[config.mk]
export PLATFORM = sky130hd
export DESIGN_NAME = touch_frame_confirm_filter
export DESIGN_NICKNAME = d
export VERILOG_FILES = /design/src/sv/tfcf_pkg.sv /design/src/sv/touch_frame_confirm_filter.sv /design/src/sv/tfcf_cfg_regs.sv /design/src/sv/tfcf_update.sv
export SDC_FILE = /design/constraint.sdc
export NUM_CORES = 1
export LEC_CHECK = 0
export ABC_AREA = 1
export BUFFER_PORTS_ARGS = -buffer_cell sky130_fd_sc_hd__buf_2
export CORE_MARGIN = 4
export CORE_UTILIZATION = 50
export DETAILED_ROUTE_END_ITERATION = 10
export PLACE_DENSITY = 0.69
export SLEW_MARGIN = 10
export SYNTH_ARGS = -nofsm -noshare
export SYNTH_HDL_FRONTEND = slang
export SYNTH_SLANG_ARGS = --single-unit
[constraint.sdc]
create_clock -name i_clk -period 6.6 [get_ports i_clk]
set_clock_uncertainty 0.15 [all_clocks]
set_input_delay 0.33 -clock i_clk [delete_from_list [all_inputs] [get_ports i_clk]]
set_output_delay 0.33 -clock i_clk [all_outputs]
set_load 0.01 [all_outputs]
[src/sv/tfcf_pkg.sv]
// ----------------------------------------------------------------------------
// tfcf_pkg
// Shared types, register indexes and constants for the touch frame filter.
// ----------------------------------------------------------------------------
package tfcf_pkg;

    localparam int CFG_IDX_W  = 3;
    localparam int CFG_DATA_W = 16;

    // register indexes on the configuration port
    localparam logic [CFG_IDX_W-1:0] CFG_CONFIRM_FRAMES   = 3'd0;
    localparam logic [CFG_IDX_W-1:0] CFG_GAP_LIMIT_MS     = 3'd1;
    localparam logic [CFG_IDX_W-1:0] CFG_ROTATE_HALF_TURN = 3'd2;
    localparam logic [CFG_IDX_W-1:0] CFG_ROTATE_MAX_X     = 3'd3;
    localparam logic [CFG_IDX_W-1:0] CFG_ROTATE_MAX_Y     = 3'd4;

    localparam logic [7:0]  CONFIRM_RESET = 8'd2;
    localparam logic [15:0] GAP_RESET     = 16'd40;
    localparam logic [7:0]  RUN_MAX       = 8'd255;

    // status byte layout
    localparam int ST_FRESH_BIT = 7;
    localparam int ST_LARGE_BIT = 6;
    localparam logic [3:0] ST_COUNT_MASK = 4'hF;

    typedef struct packed {
        logic [7:0]  confirm_frames;
        logic [15:0] gap_limit_ms;
        logic        rotate_half_turn;
        logic [15:0] rotate_max_x;
        logic [15:0] rotate_max_y;
    } t_cfg;

    typedef struct packed {
        logic [7:0]  status_byte;
        logic [31:0] now_ms;
        logic [15:0] point_x;
        logic [15:0] point_y;
        logic [15:0] point_size;
    } t_item;

    typedef struct packed {
        logic [7:0]  run_length;
        logic [31:0] last_frame_time;
        logic [15:0] held_x;
        logic [15:0] held_y;
        logic [15:0] held_size;
        logic        held_down;
        logic [31:0] rejected_counter;
        logic [31:0] frame_counter;
    } t_state;

    typedef struct packed {
        logic        frame_taken;
        logic        changed;
        logic        touch_down;
        logic [15:0] touch_x;
        logic [15:0] touch_y;
        logic [15:0] touch_size;
        logic [3:0]  raw_count;
        logic        large_flag;
        logic [31:0] rejected_total;
        logic [31:0] frames_total;
    } t_result;

    // mirror with clamp at zero
    function automatic logic [15:0] mirror(input logic [15:0] v, input logic [15:0] ext);
        return (ext > v) ? (ext - v) : 16'd0;
    endfunction

endpackage

[src/sv/touch_frame_confirm_filter.sv]
// ----------------------------------------------------------------------------
// touch_frame_confirm_filter
// Phantom-touch filter for polled touch controller frames.
// ----------------------------------------------------------------------------
// Input channel: i_in_valid / o_in_stall carry one polled frame per beat
// (status byte, timestamp, first point). Output channel: o_out_valid /
// i_out_stall carry exactly one result beat per input beat, in order.
// Configuration: i_cfg_we writes i_cfg_data to register i_cfg_index;
// write only while no beat is in flight.
// Path: a frame passes the input register, then the update logic into the
// result register, where filter state also updates, to become the result beat.
// Throughput: one frame per cycle while the result register is free or emptying.
// A finished result may wait in the output register while the next frame is
// taken into the input register; o_in_stall rises only while both registers
// are full and i_out_stall is high.
// Reset (synchronous, i_rst_n low) empties both registers, clears the run,
// held point and counters, and loads the register defaults.
// ----------------------------------------------------------------------------
module touch_frame_confirm_filter (
    input  logic                             i_clk,
    input  logic                             i_rst_n,
    input  logic                             i_cfg_we,
    input  logic [tfcf_pkg::CFG_IDX_W-1:0]   i_cfg_index,
    input  logic [tfcf_pkg::CFG_DATA_W-1:0]  i_cfg_data,
    input  logic                             i_in_valid,
    output logic                             o_in_stall,
    input  logic [7:0]                       i_status_byte,
    input  logic [31:0]                      i_now_ms,
    input  logic [15:0]                      i_point_x,
    input  logic [15:0]                      i_point_y,
    input  logic [15:0]                      i_point_size,
    output logic                             o_out_valid,
    input  logic                             i_out_stall,
    output logic                             o_frame_taken,
    output logic                             o_changed,
    output logic                             o_touch_down,
    output logic [15:0]                      o_touch_x,
    output logic [15:0]                      o_touch_y,
    output logic [15:0]                      o_touch_size,
    output logic [3:0]                       o_raw_count,
    output logic                             o_large_flag,
    output logic [31:0]                      o_rejected_total,
    output logic [31:0]                      o_frames_total
);
    import tfcf_pkg::*;

    t_cfg    cfg;
    t_item   r_item;
    logic    r_in_valid;
    t_state  r_state;
    t_state  n_state;
    t_result n_result;
    t_result r_result;
    logic    r_out_valid;
    logic    advance;
    logic    in_fire;

    tfcf_cfg_regs u_cfg (
        .i_clk       (i_clk),
        .i_rst_n     (i_rst_n),
        .i_cfg_we    (i_cfg_we),
        .i_cfg_index (i_cfg_index),
        .i_cfg_data  (i_cfg_data),
        .o_cfg       (cfg)
    );

    tfcf_update u_update (
        .i_cfg    (cfg),
        .i_state  (r_state),
        .i_item   (r_item),
        .o_state  (n_state),
        .o_result (n_result)
    );

    // result register free or being emptied this cycle
    assign advance    = !r_out_valid || !i_out_stall;
    assign o_in_stall = r_in_valid && !advance;
    assign in_fire    = i_in_valid && !o_in_stall;

    always_ff @(posedge i_clk) begin
        if (!i_rst_n) begin
            r_in_valid <= 1'b0;
        end else if (in_fire) begin
            r_in_valid <= 1'b1;
        end else if (advance) begin
            r_in_valid <= 1'b0;
        end
    end

    always_ff @(posedge i_clk) begin
        if (in_fire) begin
            r_item.status_byte <= i_status_byte;
            r_item.now_ms      <= i_now_ms;
            r_item.point_x     <= i_point_x;
            r_item.point_y     <= i_point_y;
            r_item.point_size  <= i_point_size;
        end
    end

    always_ff @(posedge i_clk) begin
        if (!i_rst_n) begin
            r_state     <= '0;
            r_out_valid <= 1'b0;
        end else if (advance) begin
            r_out_valid <= r_in_valid;
            if (r_in_valid) begin
                r_state <= n_state;
            end
        end
    end

    always_ff @(posedge i_clk) begin
        if (advance && r_in_valid) begin
            r_result <= n_result;
        end
    end

    assign o_out_valid      = r_out_valid;
    assign o_frame_taken    = r_result.frame_taken;
    assign o_changed        = r_result.changed;
    assign o_touch_down     = r_result.touch_down;
    assign o_touch_x        = r_result.touch_x;
    assign o_touch_y        = r_result.touch_y;
    assign o_touch_size     = r_result.touch_size;
    assign o_raw_count      = r_result.raw_count;
    assign o_large_flag     = r_result.large_flag;
    assign o_rejected_total = r_result.rejected_total;
    assign o_frames_total   = r_result.frames_total;

endmodule

[src/sv/tfcf_cfg_regs.sv]
// ----------------------------------------------------------------------------
// tfcf_cfg_regs
// Configuration register file, written through a plain write port.
// ----------------------------------------------------------------------------
module tfcf_cfg_regs (
    input  logic                             i_clk,
    input  logic                             i_rst_n,
    input  logic                             i_cfg_we,
    input  logic [tfcf_pkg::CFG_IDX_W-1:0]   i_cfg_index,
    input  logic [tfcf_pkg::CFG_DATA_W-1:0]  i_cfg_data,
    output tfcf_pkg::t_cfg                   o_cfg
);
    import tfcf_pkg::*;

    t_cfg r_cfg;
    t_cfg n_cfg;

    always_comb begin
        n_cfg = r_cfg;
        if (i_cfg_we) begin
            case (i_cfg_index)
                CFG_CONFIRM_FRAMES:   n_cfg.confirm_frames   = i_cfg_data[7:0];
                CFG_GAP_LIMIT_MS:     n_cfg.gap_limit_ms     = i_cfg_data;
                CFG_ROTATE_HALF_TURN: n_cfg.rotate_half_turn = i_cfg_data[0];
                CFG_ROTATE_MAX_X:     n_cfg.rotate_max_x     = i_cfg_data;
                CFG_ROTATE_MAX_Y:     n_cfg.rotate_max_y     = i_cfg_data;
                default:              n_cfg = r_cfg;
            endcase
        end
    end

    always_ff @(posedge i_clk) begin
        if (!i_rst_n) begin
            r_cfg.confirm_frames   <= CONFIRM_RESET;
            r_cfg.gap_limit_ms     <= GAP_RESET;
            r_cfg.rotate_half_turn <= 1'b0;
            r_cfg.rotate_max_x     <= 16'd0;
            r_cfg.rotate_max_y     <= 16'd0;
        end else begin
            r_cfg <= n_cfg;
        end
    end

    assign o_cfg = r_cfg;

endmodule

[src/sv/tfcf_update.sv]
// ----------------------------------------------------------------------------
// tfcf_update
// Single-pass frame update: gap test, run tracking, confirm, mirror, change.
// ----------------------------------------------------------------------------
module tfcf_update (
    input  tfcf_pkg::t_cfg     i_cfg,
    input  tfcf_pkg::t_state   i_state,
    input  tfcf_pkg::t_item    i_item,
    output tfcf_pkg::t_state   o_state,
    output tfcf_pkg::t_result  o_result
);
    import tfcf_pkg::*;

    logic        fresh;
    logic [3:0]  raw;
    logic        large_bit;
    logic [7:0]  conf_eff;
    logic [31:0] gap;
    logic        gap_end;
    logic [7:0]  run_a;
    logic [7:0]  run_b;
    logic        rej_gap;
    logic        rej_rel;
    logic        down;
    logic [15:0] nx;
    logic [15:0] ny;
    logic [15:0] ns;
    logic        chg;

    always_comb begin
        fresh     = i_item.status_byte[ST_FRESH_BIT];
        raw       = i_item.status_byte[3:0] & ST_COUNT_MASK;
        large_bit = i_item.status_byte[ST_LARGE_BIT];
        conf_eff  = (i_cfg.confirm_frames == 8'd0) ? 8'd1 : i_cfg.confirm_frames;

        // quiet gap only restarts the run while no touch is down
        gap     = i_item.now_ms - i_state.last_frame_time;
        gap_end = !i_state.held_down && (gap > {16'd0, i_cfg.gap_limit_ms});
        rej_gap = gap_end && (i_state.run_length != 8'd0) && (i_state.run_length < conf_eff);
        run_a   = gap_end ? 8'd0 : i_state.run_length;

        if (raw != 4'd0) begin
            run_b   = (run_a == RUN_MAX) ? RUN_MAX : run_a + 8'd1;
            rej_rel = 1'b0;
        end else begin
            run_b   = 8'd0;
            rej_rel = (run_a != 8'd0) && (run_a < conf_eff);
        end

        down = (run_b >= conf_eff);
        if (down) begin
            nx = i_cfg.rotate_half_turn ? mirror(i_item.point_x, i_cfg.rotate_max_x)
                                        : i_item.point_x;
            ny = i_cfg.rotate_half_turn ? mirror(i_item.point_y, i_cfg.rotate_max_y)
                                        : i_item.point_y;
            ns = i_item.point_size;
        end else begin
            nx = i_state.held_x;
            ny = i_state.held_y;
            ns = i_state.held_size;
        end

        chg = (nx != i_state.held_x) || (ny != i_state.held_y) ||
              (ns != i_state.held_size) || (down != i_state.held_down);

        o_state = i_state;
        if (fresh) begin
            o_state.run_length       = run_b;
            o_state.last_frame_time  = i_item.now_ms;
            o_state.held_x           = nx;
            o_state.held_y           = ny;
            o_state.held_size        = ns;
            o_state.held_down        = down;
            o_state.rejected_counter = i_state.rejected_counter +
                                       {31'd0, (rej_gap | rej_rel)};
            o_state.frame_counter    = i_state.frame_counter + 32'd1;
        end

        o_result.frame_taken    = fresh;
        o_result.changed        = fresh & chg;
        o_result.touch_down     = o_state.held_down;
        o_result.touch_x        = o_state.held_x;
        o_result.touch_y        = o_state.held_y;
        o_result.touch_size     = o_state.held_size;
        o_result.raw_count      = fresh ? raw : 4'd0;
        o_result.large_flag     = fresh & large_bit;
        o_result.rejected_total = o_state.rejected_counter;
        o_result.frames_total   = o_state.frame_counter;
    end

endmodule

**Word level (Yosys, flattened, before mapping)**

Cells that the tools add are included.
Widths: inputs -> output; s select.

- Reductions and logical operators: 29
- Shift-type cells: 0
- Magnitude comparators: 6
- Bitwise operators: 3
- Divide/modulo/power cells: 0
- Add/subtract/negate cells: 6
- Multipliers: 0
- Multiplexer cells: 15
- Eq/ne operators: 9

Operator list:

| kind | count |
|---|---|
| $mux 113 | 1 |
| $mux 16 | 7 |
| $ne 16x16->1 | 3 |
| $add 32x1->32 | 1 |
| $add 32x1->32 const B | 1 |
| $gt 16x16->1 | 2 |
| $gt 32x16->1 | 1 |
| $mux 8 | 4 |
| $sub 16x16->16 | 2 |
| $sub 32x32->32 | 1 |
| $lt 8x8->1 | 2 |
| $reduce_bool 8->1 | 2 |
| $reduce_and 2->1 | 6 |
| $add 8x1->8 const B | 1 |
| $eq 8x8->1 const B | 1 |
| $ge 8x8->1 | 1 |
| $logic_not 8->1 | 1 |
| $logic_and 1x1->1 | 7 |
| $eq 3x2->1 const B | 2 |
| $logic_not 1->1 | 5 |
| $logic_or 1x1->1 | 4 |
| $reduce_bool 4->1 | 1 |
| $eq 3x1->1 const B | 1 |
| $eq 3x3->1 const B | 1 |
| 7 further kinds | 10 |

- Bits in latches: 0
- Output and inout port bits: 122
- Memory bits (writable): 0
- Register bits: 420
- Memory bits (read-only): 0
- Word-level logic and storage cells: 98
- Memories: 0
- Input bits: 112

**Logic depth before layout (Yosys ltp)**

Gate-level depths: netlist (run 1).

- Depth after elaboration: 14
- Depth in mapped cells: 54
- Depth with buffers taken out: 53

**Modules after synthesis**

A second synthesis (run 1) with hierarchy kept.

- Cell total of the unflattened synthesis: 3447
- Area total of the unflattened synthesis: 25314.3 µm²

By module, submodules not included:

| module | times used | cells an instance | area each (µm²) | sequential area each (µm²) |
|---|---|---|---|---|
| touch_frame_confirm_filter | 1 | 1223 | 13086.3 | 9349.0 |
| tfcf_update | 1 | 1887 | 9898.2 | 0.0 |
| tfcf_cfg_regs | 1 | 337 | 2329.7 | 1141.1 |

**Least setup slack after synthesis (run 1)**

Ideal clock, no wire load.

- Kind: register to register
- Start: reg r_item[48] (netlist bit)
- End: reg r_result (netlist bit o_changed) (data pin)
- Period minus slack after synthesis: 6.065 ns
- Cell stages (with the launch flop): 47
- Path buffers: 3
- Arrival time: 5.665 ns
- Library setup time: 0.250 ns
- Path slack: 0.535 ns
- Data required time: 6.200 ns
- Cell sequence: edfxtp_1 > inv_1 > ha_1 > fa_1 > inv_1 > nand2_1 > nand2_1 > nand4_1 > nand3_1 > xor2_1 > ha_1 > nand2_1 > nor2_1 > nand3_1 > nor2_1 > nand4_1 > nand2_1 > nand3_1 > (+11 left out) > nand2_2 > nand3_1 > nand2_1 > inv_1 > ha_1 > a21oi_1 > o21a_1 > nand3_1 > inv_1 > buf_2 > buf_1 > o31ai_1 > nor4_1 > nand3_1 > nor3_1 > nand3_1 > nand2_1 > inv_1

RTL lines:

| element | line | source |
|---|---|---|
| start, declared | touch_frame_confirm_filter.sv:48 | `t_item r_item;` |
| end signal, assigned | touch_frame_confirm_filter.sv:114 | `r_result <= n_result;` |
| end, declared | touch_frame_confirm_filter.sv:53 | `t_result r_result;` |

==> run summary, run 1 <==
status: finished clean
most numerous cell in the Yosys netlist: nand2_1
min-delay worst type: in -> reg
switching part of the total: 27.88%
FF-to-FF Start: r_item[52]
Synth top area share: 27.44%
largest net degree at the start of global routing: 102
nets@finish: 3504
total grt overflow: 0
Post-synth EDFFs: 206
Die H: 220.4 µm
cell taking the most area after synthesis: edfxtp_1
synth warn: 0
FP Rows: 77
H-tree depth: 2
Critical Path Max Stage Delay: 440 ps
Reg power frac: 45.1%
Mapped Area: 22550 µm²
WHS: 54.70 ps
detailed router's first-iteration violation count: 1475
Slew HR: 26.82%
RSZ-0062 raised after global routing: true
Static Leak: 0.01321 µW
Post-synth top cells: nand2_1 (575), inv_1 (518), o21ai_0 (261)
actual slew at the worst max-slew pin: 1098 ps
Slowest-stage cell, CP: edfxtp_1
Inst Count DP: 3692
# diodes: 0
combinational share of power: 17.5%
ratio of cells with drive above 1 in the final layout: 18.49%
fin. max-slew vios: 0
Clock Tree Root: clkbuf_16
fin worst setup slack: 118.5 ps
wire per inst: 15.64 µm
CTS Buffer Depth: 3
total of max-cap violations: 0
# setup viols final: 0
Hold Startpoint: i_cfg_index[1]
worst vdd ir: 0.2411 mV
Final min period: 6482 ps
initial antenna violation count: 0
core area: 44410 µm²
critical path arrival: 6800 ps
top_reg_cell synth: dfxtp_1
Layout Utilization: 63.62%
top cells by area, synth: edfxtp_1 (27%), dfxtp_1 (19%), nand2_1 (9.6%)
TritonCTS Buffers: 45
Clock transition at path regs: 60 ps
syn avg cell area: 7.861 µm²
CP most frequent cell: nand2_1
Die ar.: 48550 µm²
flops & latches, synth: 418
Worst Setup SP: r_item[52]
DR pass1 iterations: 8
pre-CTS setup slack: -68.04 ps
initial core utilization: 50.76%
Via Count: 20150
Power Dens Cells: 234.5 nW/µm²
ys async rst share: 0%
cell count after synthesis: 2868
Die Span X: 220.4 µm
Area Growth Syn to Fin: 25.33%
CP Class: reg -> reg
vias per cell: 5.150
CP Data Required Time: 6920 ps
Seq/Total Area, Yosys: 46.26%
Detailed Route WL: 61220 µm
global routing usage summed across all routing layers: 24.62%
Syn Nets: 3088
Clock Sinks: 418
CP max FO: 4
Cell variety after synth: 51
Final Non-Filler Cells: 3913
number of I/O port buffers: 231
Tot Pwr: 6626 µW
Clock power frac: 37.4%
IO Count: 234
first-pass GRT wire length: 96430 µm
drc violations: 0
fmax: 154.3 MHz
Placer Congestion: 0.9145
Skew-Pair Late Insertion Delay: 580 ps
CTS tree: done
internal power: 4779 µW
Hold Vio Cnt, Final: 0
fin crit share: 98.21%
number of global-route vias before repair: 19230
sw power: 1847 µW
Detailed Place HPWL: 43190 µm
Setup crit end kind: register
Final ANT Viol Nets: 0
startpoint types: register
-- final cells by class --
cell class / count / area, µm²
clock buffer: 56 / 1207
clock inverter: 28 / 256.5
fill: 3715 / 16160
inverter: 532 / 2004
multi-input combinational: 1831 / 10430
sequential: 418 / 10430
tap: 592 / 740.7
timing repair buffer: 456 / 3183
-- cell usage in the layout, fill, tap and decap left out, types with 108 or more instances in the layout --
cell,count
buf_2,231
dlygate4sd3_1,108
nor2_1,208
inv_1,505
nand3_1,122
o21ai_0,251
nand2_1,551
a21oi_1,208
edfxtp_1,206
dfxtp_1,211
-- per-stage QoR --
stage / setup TNS (ps) / cell area, µm²
floorplan: 0 / 22550
global placement: 0 / 24820
detailed placement: -132.8 / 24820
CTS: 0 / 27650
global route: -5500 / 28260
finish: 0 / 28260
-- path summary, 6_finish.rpt --
check | depth (start not counted) | to | slack, ps
worst min register to register | 2 | u_cfg.o_cfg[22] | 300
worst max register to register | 50 | r_state[59] | 120
worst min-delay path | 3 | u_cfg.o_cfg[32] | 50
worst max-delay path | 50 | r_state[59] | 120
-- repair_timing --
| item | in CTS | in global routing |
|---|---|---|
| endpoints found under the setup margin | 7 | 125 |
| buffers inserted | 9 | 20 |
| gates resized for setup | 26 | 119 |
| pin swaps | 11 | 48 |
| hold buffers | 108 | 0 |
| hold endpoints to repair | 134 | 0 |
-- critical path: cells and delay by family (launching register included) --
family | cells | cell delay (ps)
flip-flops | 1 | 440
AO/OA/AOI/OAI | 5 | 660
XOR/XNOR | 2 | 320
buffers and inverters | 7 | 640
AND/OR/NAND/NOR | 32 | 3170
adder cells (fa/ha/maj) | 4 | 980
-- per-layer routing --
metal / vias up / global-route usage, % / share of wire (%)
li1: 10160 / - / -
met1: 9292 / 31.30 / 42
met2: 564 / 43.49 / 49
met3: 140 / 3.378 / 5.2
met4: 0 / 7.850 / 3.3
met5: - / 0 / 0
-- cell families (layout without fill, tap and decap cells) --
family,after synthesis,after routing,synth area share (%)
AO/OA/AOI/OAI,556,556,13.15
XOR/XNOR,89,89,3.457
flip-flops,418,418,46.26
AND/OR/NAND/NOR,1078,1078,20.69
adder cells (fa/ha/maj),108,108,6.093
buffers and inverters,619,1072,10.34
-- power groups by stage --
stage / sequential, µW / clock [µW] / combinational, µW
2_1_floorplan: 3040 / 0 / 665
3_3_place_gp: 3030 / 0 / 989
3_5_place_dp: 3040 / 0 / 1010
4_1_cts: 2980 / 2540 / 1090
5_1_grt: 3000 / 2650 / 1300
6_report: 2990 / 2470 / 1160
-- flip-flops by register name, summed over array words and instances (netlist names) --
signal            flops
r_state             153
r_item               86
u_cfg.o_cfg          57
o_frames_total       32
o_rejected_total     32
o_touch_size         16
o_touch_x            16
o_touch_y            16
o_raw_count           4
o_changed             1
o_frame_taken         1
o_large_flag          1
o_out_valid           1
o_touch_down          1
r_in_valid            1
No activity file was read; power rests on OpenSTA's default activity.
==> run 2, diff against run 1 <==
- ABC_AREA: 1 -> unset
- CAP_MARGIN: unset -> 0
==> run 2 against run 1 <==
The run now ends with setup timing left; die area fell by 0.17%; final cell count down 10%; flip-flop and latch count did not move; sequential power is 4% lower; clock-buffer cell count grew 4; maximum frequency decreased by 12%; critical path type unchanged; synthesized cell count down 15%; power decreased by 4.3%; wire length up 6.8%; via count shrank 3.7%.
==> run summary, run 2 <==
status: finished with violations
Clock transition at path regs: 60 ps
GR Layer Usage met1: 35.84%
# setup viols final: 136
CTS Buffer Depth: 3
flop2flop setup slack: -740 ps
fmax: 136.3 MHz
max FFs per register: 153
Slew HR: 30.35%
multi-input logic area: 11770 µm²
global routing usage summed across all routing layers: 26.36%
failing checks: setup timing
worst vdd ir: 0.2109 mV
met2 usage: 44.10%
critical path arrival: 7680 ps
number of fill cells: 3656
flops & latches, synth: 418
Worst R2R End: r_state[55]
syn avg cell area: 9.285 µm²
top cells by area, synth: edfxtp_1 (27%), dfxtp_1 (19%), nand2_1 (7.9%)
FF-to-FF path depth: 37
Seq/Total Area, Yosys: 46.34%
total grt overflow: 0
FF-to-FF Start: r_item[49]
TritonCTS Buffers: 46
top_reg_cell synth: dfxtp_1
initial antenna violation count: 2
Clock Tree Root: clkbuf_16
Reg area: 10430 µm²
RSZ-0062 raised after global routing: true
CP Class: reg -> reg
WHS: 44.15 ps
GRT met3 Usage: 4.394%
Final min period: 7338 ps
Post-synth EDFFs: 206
Clock Sinks: 418
first-pass GRT wire length: 102000 µm
fin worst setup slack: -737.8 ps
Critical Path Max Stage Delay: 400 ps
total of max-cap violations: 0
FP Rows: 77
number of I/O port buffers: 231
fin area: 28650 µm²
Die Span X: 220.2 µm
Mapped Area: 22510 µm²
nets@finish: 3098
ratio of cells with drive above 1 in the final layout: 21.02%
Post-synth top cells: nand2_1 (474), dfxtp_1 (212), edfxtp_1 (206)
Die H: 220.2 µm
Skew-Pair Late Insertion Delay: 610 ps
Area Growth Syn to Fin: 27.29%
wire per inst: 18.64 µm
Largest Register: r_state
Final ANT Viol Nets: 0
number of global-route vias before repair: 18760
Via Count: 19410
Area after DPL: 25350 µm²
cell taking the most area after synthesis: edfxtp_1
Detailed Place HPWL: 46520 µm
Hold Vio Cnt, Final: 0
CTS tree: done
Die ar.: 48470 µm²
Setup crit end kind: register
actual slew at the worst max-slew pin: 1045 ps
Worst Setup SP: r_item[49]
Total Neg Setup Slack: -49450 ps
DR pass1 iterations: 7
CP Data Required Time: 6940 ps
Static Leak: 0.01136 µW
Worst setup endpoint: r_state[55]
fin crit share: 111.2%
core area: 44320 µm²
Synth top area share: 27.48%
Slowest-stage cell, CP: edfxtp_1
commonest non-fill, non-tap cell in the layout: nand2_1
CP most frequent cell: nand4_1
synth warn: 0
IO Count: 234
Placer Congestion: 0.9879
detailed router's first-iteration violation count: 1532
Syn Nets: 2644
Layout Utilization: 64.64%
initial core utilization: 50.78%
CP max FO: 4
Cell variety after synth: 83
largest net degree at the start of global routing: 163
Power Dens Cells: 221.3 nW/µm²
gr busiest metal: met2
fin. max-slew vios: 0
vias per cell: 5.532
cell count after synthesis: 2424
H-tree depth: 2
startpoint types: register
min-delay worst type: in -> reg
most numerous cell in the Yosys netlist: nand2_1
Detailed Route WL: 65390 µm
pre-CTS setup slack: -846.9 ps
ys async rst share: 0%
drc violations: 0
commonest cells after routing, fill and taps aside: nand2_1 (468), buf_2 (230), dfxtp_1 (211)
## run 2: cell types whose count changed in the layout (fill, tap and decap cells not counted), moves of 41 or more
cell,before,now
inv_1,505,125
nor2_1,208,79
a21boi_0,3,98
nand3_1,122,55
buf_4,106,160
a21boi_1,0,41
xnor2_1,11,106
and2_1,3,76
o21ai_0,251,67
nand2_1,551,468
a21oi_1,208,91
## run 2: worst max-delay path, delay by kind of cell (launching register included)
family,cells,cell delay (ps)
DFF,1,400
buffers and inverters,4,690
and+or+nand+nor,18,3010
xor gates and xnor gates,2,250
adders and majority gates,4,950
AOI/OAI and AO/OA,9,1780
## run 2: cell families (layout without fill, tap and decap cells)
logic type | count (synthesis) | in the layout | synth area share [%]
adder cells (fa/ha/maj) | 108 | 108 | 6.104
multiplexers | 19 | 19 | 0.8951
flip-flops | 418 | 418 | 46.34
other | 0 | 1 | 0
XOR/XNOR | 167 | 167 | 6.499
AND/OR/NAND/NOR | 920 | 920 | 19.01
AO/OA/AOI/OAI | 558 | 558 | 17.21
buffers and inverters | 234 | 726 | 3.941
## run 2: per-layer routing
metal | share of wire [%] | wire [µm]
met2 | 47 | 30980
met1 | 44 | 28710
met4 | 2.5 | 1653
met5 | 0 | 0
met3 | 6.2 | 4050
## run 2: worst min path at each step
stage               cells past startpoint            start              end  slack (ps)
finish                                  5   i_cfg_index[1]  u_cfg.o_cfg[32]          40
global route                            5   i_cfg_index[1]  u_cfg.o_cfg[32]          80
CTS                                     5   i_cfg_index[1]  u_cfg.o_cfg[32]          10
detailed placement                      2     r_state[123]     r_state[123]         310
global placement                        2  u_cfg.o_cfg[43]  u_cfg.o_cfg[43]         300
floorplan                               0  i_point_size[0]        r_item[0]         280
## run 2: timing repair
item                                   CTS  global route
endpoints found under the hold margin  145             0
setup endpoints to repair              144           156
setup buffers                            5            12
gates resized for setup                 37           112
pin swaps                               10            52
hold buffers                           105             0
## run 2: where the power goes
part	switching (µW)	total, µW	leakage [µW]	internal, µW
Clock	1120	2710	0.000768	1590
Combinational	439	774	0.00691	334
Sequential	48.1	2860	0.00368	2810
Total	1610	6340	0.0114	4730
## run 2: layout make-up
type                            instances  share of cell area, %
Antenna cell                            1               0.008735
Clock buffer                           60                  4.485
Clock inverter                         26                  1.140
Inverter                              130                  1.729
Multi-Input combinational cell       1772                  41.08
Sequential cell                       418                  36.41
Tap cell                              592                  2.585
Timing Repair Buffer                  510                  12.56
## run 2: metrics by stage
stage / std cells / power, µW
6_report: 3509 / 6339
5_1_grt: 3509 / 6587
4_1_cts: 3496 / 6369
3_5_place_dp: 3300 / 3605
3_3_place_gp: 3300 / 3595
2_1_floorplan: 2424 / 3324
